==> src/design/b3cw_pkg.sv <==
// Shared constants, types and register codes of the center-weighted 3x3 blur.
`default_nettype none
package b3cw_pkg;

  localparam int PIX_W          = 8;
  localparam int SUM_W          = 12;
  localparam int CENTER_EXTRA   = 7;
  localparam int NORM_SHIFT     = 4;

  localparam int MAX_WIDTH_DEF  = 256;
  localparam int MAX_HEIGHT     = 4096;
  localparam int MIN_SIZE       = 3;

  localparam int CFG_WIDTH_W    = 9;
  localparam int CFG_HEIGHT_W   = 13;
  localparam int ROW_W          = 13;
  localparam int WIDTH_RESET    = 256;
  localparam int HEIGHT_RESET   = 251;

  localparam int APB_DATA_W     = 32;
  localparam int APB_ADDR_W     = 3;

  localparam logic REG_FRAME_WIDTH  = 1'b0;
  localparam logic REG_FRAME_HEIGHT = 1'b1;

  typedef logic [PIX_W-1:0] pixel_t;

  typedef struct packed {
    logic   shift;
    pixel_t top;
    pixel_t mid;
    pixel_t px;
  } win_in_t;

  typedef struct packed {
    pixel_t center_prev;
    pixel_t blur;
  } win_out_t;

endpackage : b3cw_pkg
`default_nettype wire

==> src/design/b3cw_window.sv <==
// 3x3 window registers and the center-weighted sum.
`default_nettype none
module b3cw_window
  import b3cw_pkg::*;
(
  input  wire logic    clk,
  input  wire logic    rst_n,
  input  wire win_in_t win_in,
  output win_out_t     win_out
);

  pixel_t win_r   [3][3];
  pixel_t win_nxt [3][3];
  logic [SUM_W-1:0] sum;

  always_comb begin
    win_nxt = win_r;
    if (win_in.shift) begin
      for (int r = 0; r < 3; r++) begin
        win_nxt[r][0] = win_r[r][1];
        win_nxt[r][1] = win_r[r][2];
      end
      win_nxt[0][2] = win_in.top;
      win_nxt[1][2] = win_in.mid;
      win_nxt[2][2] = win_in.px;
    end
  end

  always_ff @(posedge clk) begin
    if (!rst_n) begin
      for (int r = 0; r < 3; r++) begin
        for (int k = 0; k < 3; k++) begin
          win_r[r][k] <= '0;
        end
      end
    end else begin
      win_r <= win_nxt;
    end
  end

  // Sum over the shifted window; its center is the current right middle cell.
  always_comb begin
    sum = SUM_W'(win_r[0][1]) + SUM_W'(win_r[0][2]) + SUM_W'(win_in.top)
        + SUM_W'(win_r[1][1]) + SUM_W'(win_r[1][2]) + SUM_W'(win_in.mid)
        + SUM_W'(win_r[2][1]) + SUM_W'(win_r[2][2]) + SUM_W'(win_in.px)
        + SUM_W'(CENTER_EXTRA) * SUM_W'(win_r[1][2]);
  end

  assign win_out.blur        = PIX_W'(sum >> NORM_SHIFT);
  assign win_out.center_prev = win_r[1][2];

endmodule : b3cw_window
`default_nettype wire

==> config.mk <==
export PLATFORM = sky130hd
export DESIGN_NAME = b3cw_window
export DESIGN_NICKNAME = d
export VERILOG_FILES = /design/src/design/b3cw_pkg.sv /design/src/design/b3cw_window.sv
export SDC_FILE = /design/constraint.sdc
export NUM_CORES = 1
export LEC_CHECK = 0
export ABC_AREA = 1
export CORE_MARGIN = 1
export CORE_UTILIZATION = 25
export CTS_CLUSTER_SIZE = 12
export DETAILED_ROUTE_END_ITERATION = 10
export DONT_BUFFER_PORTS = 1
export PLACE_DENSITY_LB_ADDON = 0.1
export SLEW_MARGIN = 40
export SYNTH_ARGS = -nofsm -noshare
export SYNTH_HDL_FRONTEND = slang
export SYNTH_SLANG_ARGS = --single-unit
==> constraint.sdc <==
create_clock -name clk -period 6.4 [get_ports clk]
set_input_delay 1.28 -clock clk [delete_from_list [all_inputs] [get_ports clk]]
set_output_delay 1.28 -clock clk [all_outputs]
set_load 0.02 [all_outputs]
== Word-level counts from Yosys, hierarchy flattened ==
Cells that the tools add are included.
W data, S select, Z words.
Word-level totals
  flip-flop bits (word level): 48
  latch bits: 0
  RAM bits: 0
  ROM bits: 0
  input bits: 27
  output and inout port bits: 16
  memories kept: 0
Cells by class
  $add $sub $neg: 9
  $mul: 1
  div/mod/pow operators: 0
  magnitude comparators: 0
  equal/unequal tests: 0
  shifts and indexed selects: 0
  muxes and demuxes: 0
  bitwise gates (word level): 0
  reductions and logical operators: 0
Operators by type and width (number)
  $add A12 B8 Y12: 4
  $add A11 B8 Y12: 1
  $add A12 B11 Y12: 1
  $add A10 B8 Y11: 1
  $mul A3 B8 Y11 const A: 1
  $add A9 B8 Y10: 1
  $add A8 B8 Y9: 1

== Depth between registers and ports, before layout ==
  word-level depth: 9
  gate-level depth with buffers: 18

== Least setup slack after synthesis ==
No wires, ideal clock.
  path kind: input -> output
  start: in win_in[4] in the netlist's numbering
  end: out win_out[3] in the netlist's numbering
  data arrival time: 5.141 ns
  setup slack: -0.021 ns
  stages on the path: 14
  path buffers: 0
  cells stage by stage: inv_1 fa_1 inv_1 fa_1 fa_1 fa_1 inv_1 fa_1 inv_1 ha_1 a21oi_1 o21ai_1 a21oi_1 xor2_1
RTL lines
  start: declaration: line b3cw_window.sv:8  | input wire win_in_t win_in,
  end: declaration: line b3cw_window.sv:9  | output win_out_t win_out

==> impl_metrics.ini <==
[detailed_routing]
via_count = 2785
wl_per_cell_um = 12.9
drc_errors = 0
via_per_inst = 4.05
dr.pass1.iters = 6
antenna_left = 0
drt_iter0_markers = 75
routed_wl_mm = 8.86

[die]
fp-row-count = 46
coreArea_mm2 = 0.0160
dieArea_mm2 = 0.0170
die_x_um = 130
initial_core_util_pct = 25.7
die_y_um = 130
io_pins = 43

[sta]
worstMarginPinSlew_ns = 0.604
hold_viol = 0
drv_slew = 0
setup_viol = 0
slew_headroom_pct = 59.7
fin_skew_ns = 0.00278
min_period_ns = 6.21
period_share_pct = 97.1
max_freq_mhz = 161

[status]
status = completed

[flow_run]
cap_violations = 0

[setup_path]
startpoint_type = input pin
end_kind = output pin
worst-path-max-fanout = 3
critical_path_required_ns = 5.12
arrival_ns = 4.93
path_class = in -> out

[grt]
grt_pass1_vias = 3204
grt_pass1_wl_mm = 15.5
grt_antenna_before_repair = 0
track_usage_pct = 12.1
grt_overflow = 0
grt_max_degree = 70

[logic_synthesis]
syn-num-nets = 583
ys_top_cells_by_count = inv_1 (119), fa_1 (76), nor2_1 (53)
synth_flop_cell = dfxtp_1
synth.most_common_cell = inv_1
synthArstFlopShare_pct = 0
synth-edff-count = 0
avgSynthCellArea_um2 = 8.93
syn-instance-count = 461
netlist.area_leader.share_pct = 36.9
ys.warnings.count = 0
synth-seq-cells = 48
synth_top_area_cell = fa_1
ys_types = 22
synth_area_leaders = fa_1 (37%), dfxtp_1 (23%), inv_1 (11%)
syn-cell-area_mm2 = 0.00412
synth_seq_area_share_pct = 23.3

[finish]
layout.cells.non_filler = 687
nets = 592
area_growth_pct = 14.4
final_core_util_pct = 29.4
fillers = 1784
drive_gt1_share_pct = 15.3
n_antenna_cell = 0

[clocking]
h-tree-depth = 2
cts_root_buffer = clkbuf_16
cts.sinks = 48
cts_tree = built
clock_latency_ns = 0.29
numCtsBuffers = 5
clk_pin_slew_ns = 0.06
cts.path.max_buffers = 2

[worst_hold_path]
hold_path_class = reg -> reg

[place]
gp_congestion = 0.687
hpwl_mm = 6.94
dp_cells = 677
port-buffer-count = 0
==> state kept, by name, indices dropped and copies added (netlist names) <==
signal / flops
win_out: 8
win_r: 40
==> placed cells by master, fill, tap and decap left out <==
| cell | Yosys | final |
|---|---|---|
| ha_4 | 0 | 3 |
| fa_1 | 76 | 72 |
| clkbuf_16 | 0 | 5 |
| o21ai_1 | 5 | 5 |
| buf_4 | 8 | 23 |
| nand4_1 | 1 | 1 |
| nand3_1 | 5 | 5 |
| dfxtp_1 | 48 | 48 |
| inv_1 | 119 | 109 |
| o21bai_1 | 1 | 1 |
| clkinv_2 | 0 | 2 |
| nand2_2 | 5 | 11 |
| nor2_1 | 53 | 52 |
| o21ai_0 | 48 | 46 |
| nor3_2 | 0 | 1 |
| a31oi_1 | 1 | 1 |
| buf_6 | 0 | 1 |
| inv_2 | 2 | 11 |
| a21oi_4 | 0 | 1 |
| clkbuf_8 | 0 | 1 |
| a21oi_2 | 0 | 2 |
| nor3_1 | 2 | 1 |
| fa_2 | 0 | 4 |
| xor2_1 | 5 | 3 |
| a21oi_1 | 29 | 26 |
| ha_1 | 19 | 16 |
| xor2_2 | 0 | 2 |
| o21ai_2 | 0 | 2 |
| clkinvlp_4 | 0 | 1 |
| nor2_2 | 1 | 2 |
| nand2_1 | 19 | 13 |
==> stage by stage <==
stage          area, um2  setup TNS (ns)  setup slack (ns)  hold WS [ns]
5_1_grt             4710         -0.0102          -0.00803         0.554
6_report            4710               0             0.186         0.513
2_1_floorplan       4130               0            0.0117         0.472
4_1_cts             4640               0            0.0209         0.516
3_5_place_dp        4430          -0.737            -0.173         0.498
3_3_place_gp        4430          -0.819            -0.180         0.488
==> cell type report <==
class,count,area (um2),area share (%)
multi-input cells,270,2690,57.1
flip-flops and latches,48,961,20.4
inverters,121,458,9.72
well taps,216,270,5.74
repair buffers,24,184,3.91
clock buffers,6,139,2.95
clock inverters,2,10.0,0.213
==> path summary, 6_finish.rpt <==
check	end	cells past startpoint	startpoint	slack, ns
worst max-delay path	win_out[4]	19	win_in[20]	0.19
worst min-delay path	win_r[10]	2	win_r[10]	0.51
worst max register to register	win_r[38]	2	win_out[14]	5.28
worst min register to register	win_r[10]	2	win_r[10]	0.51
==> what timing repair did <==
action	CTS	global route
setup buffers	0	2
hold buffers	0	0
gates resized for setup	9	26
endpoints found under the setup margin	7	7
pin swaps	6	22
==> layer usage <==
layer	wire length (um)	global-route usage [%]	part of all wire, %
met1	3680	13.9	42
met2	4800	22.8	54
met3	304	2.54	3.4
met4	81	2.84	0.91
met5	0	0	0
==> worst max-delay path, stage by stage <==
cell     delay (ns)
inv_1          0.04
fa_1           0.55
inv_2          0.05
fa_1           0.52
fa_1           0.43
fa_1           0.52
inv_2          0.04
fa_1           0.48
inv_2          0.05
ha_4           0.28
buf_4          0.12
nand2_2        0.05
inv_2          0.04
nand2_2        0.04
nand2_2        0.11
nand2_2        0.07
nand2_1        0.07
nand2_1        0.06
nand2_2        0.13
==> cell families after synthesis <==
group / synth area share, %
XOR/XNOR: 1.06
AO/OA/AOI/OAI: 10.3
flip-flops: 23.3
buffers and inverters: 14.1
AND/OR/NAND/NOR: 8.48
adder cells (fa/ha/maj): 42.7
Power is left out: the tool's default activity adds up to more than one toggle a clock period on the data nets, which glitch-free logic cannot reach.
