--- src/design/b3cw_pkg.sv ---
// Shared constants, types and register codes of the center-weighted 3x3 blur.
`default_nettype none
package b3cw_pkg;

  localparam int PIX_W          = 8;
  localparam int SUM_W          = 12;
  localparam int CENTER_EXTRA   = 7;
  localparam int NORM_SHIFT     = 4;

  localparam int MAX_WIDTH_DEF  = 256;
  localparam int MAX_HEIGHT     = 4096;
  localparam int MIN_SIZE       = 3;

  localparam int CFG_WIDTH_W    = 9;
  localparam int CFG_HEIGHT_W   = 13;
  localparam int ROW_W          = 13;
  localparam int WIDTH_RESET    = 256;
  localparam int HEIGHT_RESET   = 251;

  localparam int APB_DATA_W     = 32;
  localparam int APB_ADDR_W     = 3;

  localparam logic REG_FRAME_WIDTH  = 1'b0;
  localparam logic REG_FRAME_HEIGHT = 1'b1;

  typedef logic [PIX_W-1:0] pixel_t;

  typedef struct packed {
    logic   shift;
    pixel_t top;
    pixel_t mid;
    pixel_t px;
  } win_in_t;

  typedef struct packed {
    pixel_t center_prev;
    pixel_t blur;
  } win_out_t;

endpackage : b3cw_pkg
`default_nettype wire

--- src/design/b3cw_cell.sv ---
// One cell of a line-store chain: loads the new pixel or takes its neighbor's.
`default_nettype none
module b3cw_cell
  import b3cw_pkg::*;
(
  input  wire logic   clk,
  input  wire logic   shift_en,
  input  wire logic   load_sel,
  input  wire pixel_t load_data,
  input  wire pixel_t neighbor_data,
  output pixel_t      q
);

  pixel_t q_r;
  pixel_t q_nxt;

  always_comb begin
    q_nxt = q_r;
    if (shift_en) begin
      q_nxt = load_sel ? load_data : neighbor_data;
    end
  end

  always_ff @(posedge clk) begin
    q_r <= q_nxt;
  end

  assign q = q_r;

endmodule : b3cw_cell
`default_nettype wire

--- src/design/b3cw_line.sv ---
// Line store as a chain of cells with a programmable entry point.
`default_nettype none
module b3cw_line
  import b3cw_pkg::*;
#(
  parameter int DEPTH = MAX_WIDTH_DEF
)(
  input  wire logic                     clk,
  input  wire logic                     shift_en,
  input  wire logic [$clog2(DEPTH)-1:0] len_m1,
  input  wire pixel_t                   data_in,
  output pixel_t                        data_out
);

  localparam int IW = $clog2(DEPTH);

  pixel_t cell_q [DEPTH];

  // Enter at cell len_m1, move toward cell 0: delay equals the line length.
  for (genvar i = 0; i < DEPTH; i++) begin : g_cell
    localparam logic [IW-1:0] POS = IW'(i);
    pixel_t nb;
    if (i == DEPTH - 1) begin : g_end
      assign nb = data_in;
    end else begin : g_mid
      assign nb = cell_q[i+1];
    end
    b3cw_cell u_cell (
      .clk           (clk),
      .shift_en      (shift_en),
      .load_sel      (len_m1 == POS),
      .load_data     (data_in),
      .neighbor_data (nb),
      .q             (cell_q[i])
    );
  end

  assign data_out = cell_q[0];

endmodule : b3cw_line
`default_nettype wire

--- config.mk ---
export PLATFORM = sky130hd
export DESIGN_NAME = b3cw_line
export DESIGN_NICKNAME = d
export VERILOG_FILES = /design/src/design/b3cw_pkg.sv /design/src/design/b3cw_cell.sv /design/src/design/b3cw_line.sv
export SDC_FILE = /design/constraint.sdc
export NUM_CORES = 2
export LEC_CHECK = 0
export BUFFER_PORTS_ARGS = -buffer_cell sky130_fd_sc_hd__buf_4
export CAP_MARGIN = 20
export CORE_ASPECT_RATIO = 2
export CORE_MARGIN = 2
export CORE_UTILIZATION = 55
export DETAILED_ROUTE_END_ITERATION = 16
export PLACE_DENSITY = 0.82
export RECOVER_POWER = 50
export REMOVE_ABC_BUFFERS = 1
export SYNTH_ARGS = -nofsm -noshare
export SYNTH_HDL_FRONTEND = slang
export SYNTH_SLANG_ARGS = --single-unit
--- constraint.sdc ---
create_clock -name clk -period 4.6 [get_ports clk]
set_input_delay 0.69 -clock clk [delete_from_list [all_inputs] [get_ports clk]]
set_output_delay 0.69 -clock clk [all_outputs]
set_load 0.02 [all_outputs]
# Yosys cells after proc, flatten, opt, wreduce, memory -nomap -nowiden
# Index checks and enable logic that the tools add are counted.
dict set report totals {
  ff_bits 2048
  latch_bits 0
  ram_bits 0
  romBits 0
  memories 0
}
dict set report op_classes {
  addsub 0
  multipliers 0
  div 0
  magnitude_cmp 0
  n_eq_ne 254
  shifts 0
  muxes 255
  bitwise_logic 0
  reduce_logical 1
}
# op n
set op_table {}
lappend op_table {{2-to-1 mux 8 bit} 255}
lappend op_table {{== test 8 bit (second input constant)} 127}
lappend op_table {{== test 8 x 7 -> 1 bit (second input constant)} 64}
lappend op_table {{== test 8 x 6 -> 1 bit (second input constant)} 32}
lappend op_table {{== test 8 x 5 -> 1 bit (second input constant)} 16}
lappend op_table {{== test 8 x 4 -> 1 bit (second input constant)} 8}
lappend op_table {{== test 8 x 3 -> 1 bit (second input constant)} 4}
lappend op_table {{== test 8 x 2 -> 1 bit (second input constant)} 2}
lappend op_table {{== test 8 x 1 -> 1 bit (second input constant)} 1}
lappend op_table {{logical NOT 8 bit} 1}

# Longest topological paths before layout
dict set report logic_depth {
  word_depth 2
  depth_mapped 7
  ltp_nobuf 3
}

# Cells and area by module
# A second synthesis with hierarchy kept.
dict set report unflattened {
  cells_unflattened 4702
  hier_area_um2 96885.4
}
# module n_inst cells_each area_per_inst_um2 seq_area_each_um2
set by_module_without_submodules {}
lappend by_module_without_submodules {b3cw_cell 256 17 371.6 240.2}
lappend by_module_without_submodules {b3cw_line 1 350 1754.2 0.0}

# Worst setup path after synthesis
# Ideal clock, no wire load.
dict set report synth_path {
  path_kind {input port to flip-flop}
  from {in len_m1[1]}
  to {reg g_cell[95].u_cell.q_r[0], data pin}
  setup_ns 0.260
  t_arrival_ns 2.355
  path_slack_ns 1.986
  path_stages 5
  path_cell_list {clkbuf_1 > nand4_1 > clkbuf_1 > nor4b_2 > mux2_2}
}
dict set report synth_between {
  elab_chain_cells 2
}
# element line_no
set synth_rtl {}
lappend synth_rtl {{start, declared} b3cw_line.sv:10} ;# input wire logic [$clog2(DEPTH)-1:0] len_m1,
lappend synth_rtl {{== test 8 x 7 -> 1 bit} b3cw_line.sv:31} ;# .load_sel (len_m1 == POS),
lappend synth_rtl {{2-to-1 mux 8 bit} b3cw_cell.sv:20} ;# q_nxt = load_sel ? load_data : neighbor_data;
lappend synth_rtl {{end signal, assigned} b3cw_cell.sv:25} ;# q_r <= q_nxt;
lappend synth_rtl {{end, declared} b3cw_cell.sv:14} ;# pixel_t q_r;
# Every way passes these cells.
# A chain may end at the register's enable or synchronous reset.

# Worst setup path in the final report
dict set report layout_path {
  from {in shift_en}
  to {reg g_cell[15].u_cell.q_r[7] (enable)}
}
# element line_no
set layout_lines {}
lappend layout_lines {{start, declared} b3cw_line.sv:9} ;# input wire logic shift_en,
lappend layout_lines {{end signal, assigned} b3cw_cell.sv:25}
lappend layout_lines {{end, declared} b3cw_cell.sv:14}
# No word-level cell between the ends.

==> impl_metrics.py <==
metrics = {
    "die": {
        "die_w_microns": 285,
        "io_pins": 26,
        "start_util": 0.553,
        "core.rowCount": 206,
        "die_area_sq_um": 162000,
        "die_h_microns": 567,
        "core_sq_um": 157000,
    },
    "worst_setup_path": {
        "crit_slowest_cell": "clkbuf_1",
        "cp_cell_sequence": "buf_16 -> clkbuf_1",
        "worst_ep_arrival_time_ns": 3.74,
        "crit_family": "buffers and inverters",
        "worstSetupStartpointType": "input pin",
        "cp.required_ns": 4.94,
        "cp_max_fo": 66,
        "cp.depth": 2,
        "end_kind": "flip-flop",
        "reg2reg_depth": 1,
        "cpPeakStageDelay_ns": 2.60,
        "critical_path_buf_inv_count": 2,
        "worstSetupPathType": "in2reg",
    },
    "timing": {
        "clock.fmax_mhz": 294,
        "fin_skew_ns": 0.0690,
        "worst_pin_slew_ns": 3.65,
        "grt_setup_unrepaired": "no",
        "setup_slack_ns": 1.20,
        "finalSetupViolations": 0,
        "hold_viol_final": 0,
        "finalCriticalPeriod_ns": 3.40,
        "drv_slew": 1900,
        "slew_headroom": -1.43,
        "tns_ns": 0,
        "period_share": 0.738,
    },
    "finish": {
        "final_nets": 4700,
        "fillCellCount": 10500,
        "final_area_sq_um": 95400,
        "largest_reg_flops": 2048,
        "drive_above_1_share": 0.481,
        "fin_util": 0.606,
        "area_growth_pct": 9.51,
    },
    "clock_network": {
        "htree_levels": 4,
        "cts_setup_buffers": 0,
        "numCtsBuffers": 178,
        "clk_latency_ns": 0.86,
        "cts.path.max_buffers": 4,
        "cts.sinks": 2048,
        "cts_tree": "yes",
        "path_clk_slew_ns": 0.07,
        "ctsHoldBuffers": 0,
        "root_buffer": "clkbuf_16",
        "cts_resized": 0,
    },
    "detailed_routing": {
        "route.detailed.drc": 0,
        "first_iter_violations": 3754,
        "antenna_left": 0,
        "via_count": 41500,
        "wirelength_microns": 172000,
        "dr.pass1.iters": 7,
        "avgRoutedWirePerCell_microns": 25.0,
        "vias_per_cell": 6.01,
    },
    "global_route": {
        "grt_start_max_net_pins": 188,
        "antenna_found_initial": 3,
        "grt_usage": 0.211,
        "grt.overflow.total": 0,
        "grt_pass1_vias": 43800,
        "grt_pass1_wl_microns": 262000,
    },
    "placed_design": {
        "portBuffers": 25,
        "post-place-ws_ns": 1.39,
        "hpwlAfterDp_microns": 98700,
        "gp_congestion": 0.766,
        "dpl_cell_area_sq_um": 90000,
    },
    "power": {
        "power_mw": 38.9,
        "powerDensity_nw_per_um2": 408,
        "p_leak_nw": 32.1,
        "vdd_drop_max_v": 0.000373,
    },
    "synth": {
        "synth_most_common_cell": "edfxtp_1",
        "syn_area_sq_um": 87100,
        "synthTopCellsByArea": "edfxtp_1, mux2_2, mux2_1",
        "synth_seq_cells": 2048,
        "synth.avg_cell_area_sq_um": 18.6,
        "async_flop_share": 0,
        "synth-warning-count": 0,
        "yosysSeqAreaShare": 0.706,
        "yosys.area.top_type": "edfxtp_1",
        "netlist.area_leader.share": 0.706,
        "yosys-top-cells-count": "edfxtp_1, mux2_2, clkbuf_1",
        "synth_edf_count": 2048,
        "synth.distinct_cells": 20,
        "ys.flop_type": "edfxtp_1",
        "synthCells": 4687,
    },
    "run_status": {
        "status": "complete, but fails checks",
        "violations": "capacitance limit, slew limit",
    },
    "run": {
        "cap_violations": 24,
    },
    "worst_hold_path": {
        "hold_depth": 1,
        "holdCritPathClass": "in2reg",
    },
}
## where the power goes
part	total [mW]	internal [mW]	switching [mW]
clock	14.9	8.09	6.80
sequential	22.1	21.8	0.316
combinational	1.90	0.783	1.12
## path summary, 6_finish.rpt
path	slack [ns]	from	endpoint
max	1.20	shift_en	g_cell[15].u_cell.q[7]$_DFFE_PP_
min	0.31	shift_en	g_cell[97].u_cell.q[4]$_DFFE_PP_
max reg2reg	3.52	g_cell[136].u_cell.q[6]$_DFFE_PP_	g_cell[135].u_cell.q[6]$_DFFE_PP_
min reg2reg	0.49	g_cell[56].u_cell.q[5]$_DFFE_PP_	g_cell[55].u_cell.q[5]$_DFFE_PP_
## layer usage
layer | vias to the layer above | wire [microns] | track usage
li1 | 18400 | - | -
met1 | 21700 | 62300 | 0.240
met2 | 1019 | 96100 | 0.397
met3 | 369 | 7280 | 0.0250
met4 | 4 | 6780 | 0.0847
met5 | - | 27 | 0
## placed cells by master (no fill, tap or decap), types with 5 or more instances in the layout
master,instances
edfxtp_1,2048
mux2_2,1929
nand2_1,210
clkbuf_16,179
mux2_1,111
buf_4,62
clkbuf_1,44
clkinv_2,34
clkinv_1,29
nor2_1,26
clkinvlp_4,18
bufinv_16,16
buf_12,14
nor4bb_4,10
clkbuf_2,10
nand4b_1,8
nor4_2,8
inv_6,8
and4b_1,7
nor2b_1,7
nand2b_1,6
nor4b_4,5
nor3_2,5
## kinds of logic after synthesis
| group | count (synthesis) | share of synthesized area |
|---|---|---|
| and+or+nand+nor | 304 | 0.0178 |
| buffers and inverters | 295 | 0.0129 |
| DFF | 2048 | 0.706 |
| muxes | 2040 | 0.264 |
## final cells by class
class	count	area [sq um]	area share
flip-flops and latches	2048	61500	0.644
multi-input cells	2344	24800	0.259
clock buffers	206	4580	0.0480
well taps	2080	2600	0.0273
clock inverters	110	1040	0.0109
repair buffers	110	962	0.0101
diodes	1	2.50	0.0000262
## through the flow
step	hold slack, ns	cells
2_1_floorplan	0.508	4392
3_3_place_gp	0.512	6582
3_5_place_dp	0.520	6582
4_1_cts	0.300	6898
5_1_grt	0.300	6899
6_report	0.313	6899
No activity file was read; power rests on OpenSTA's default activity.
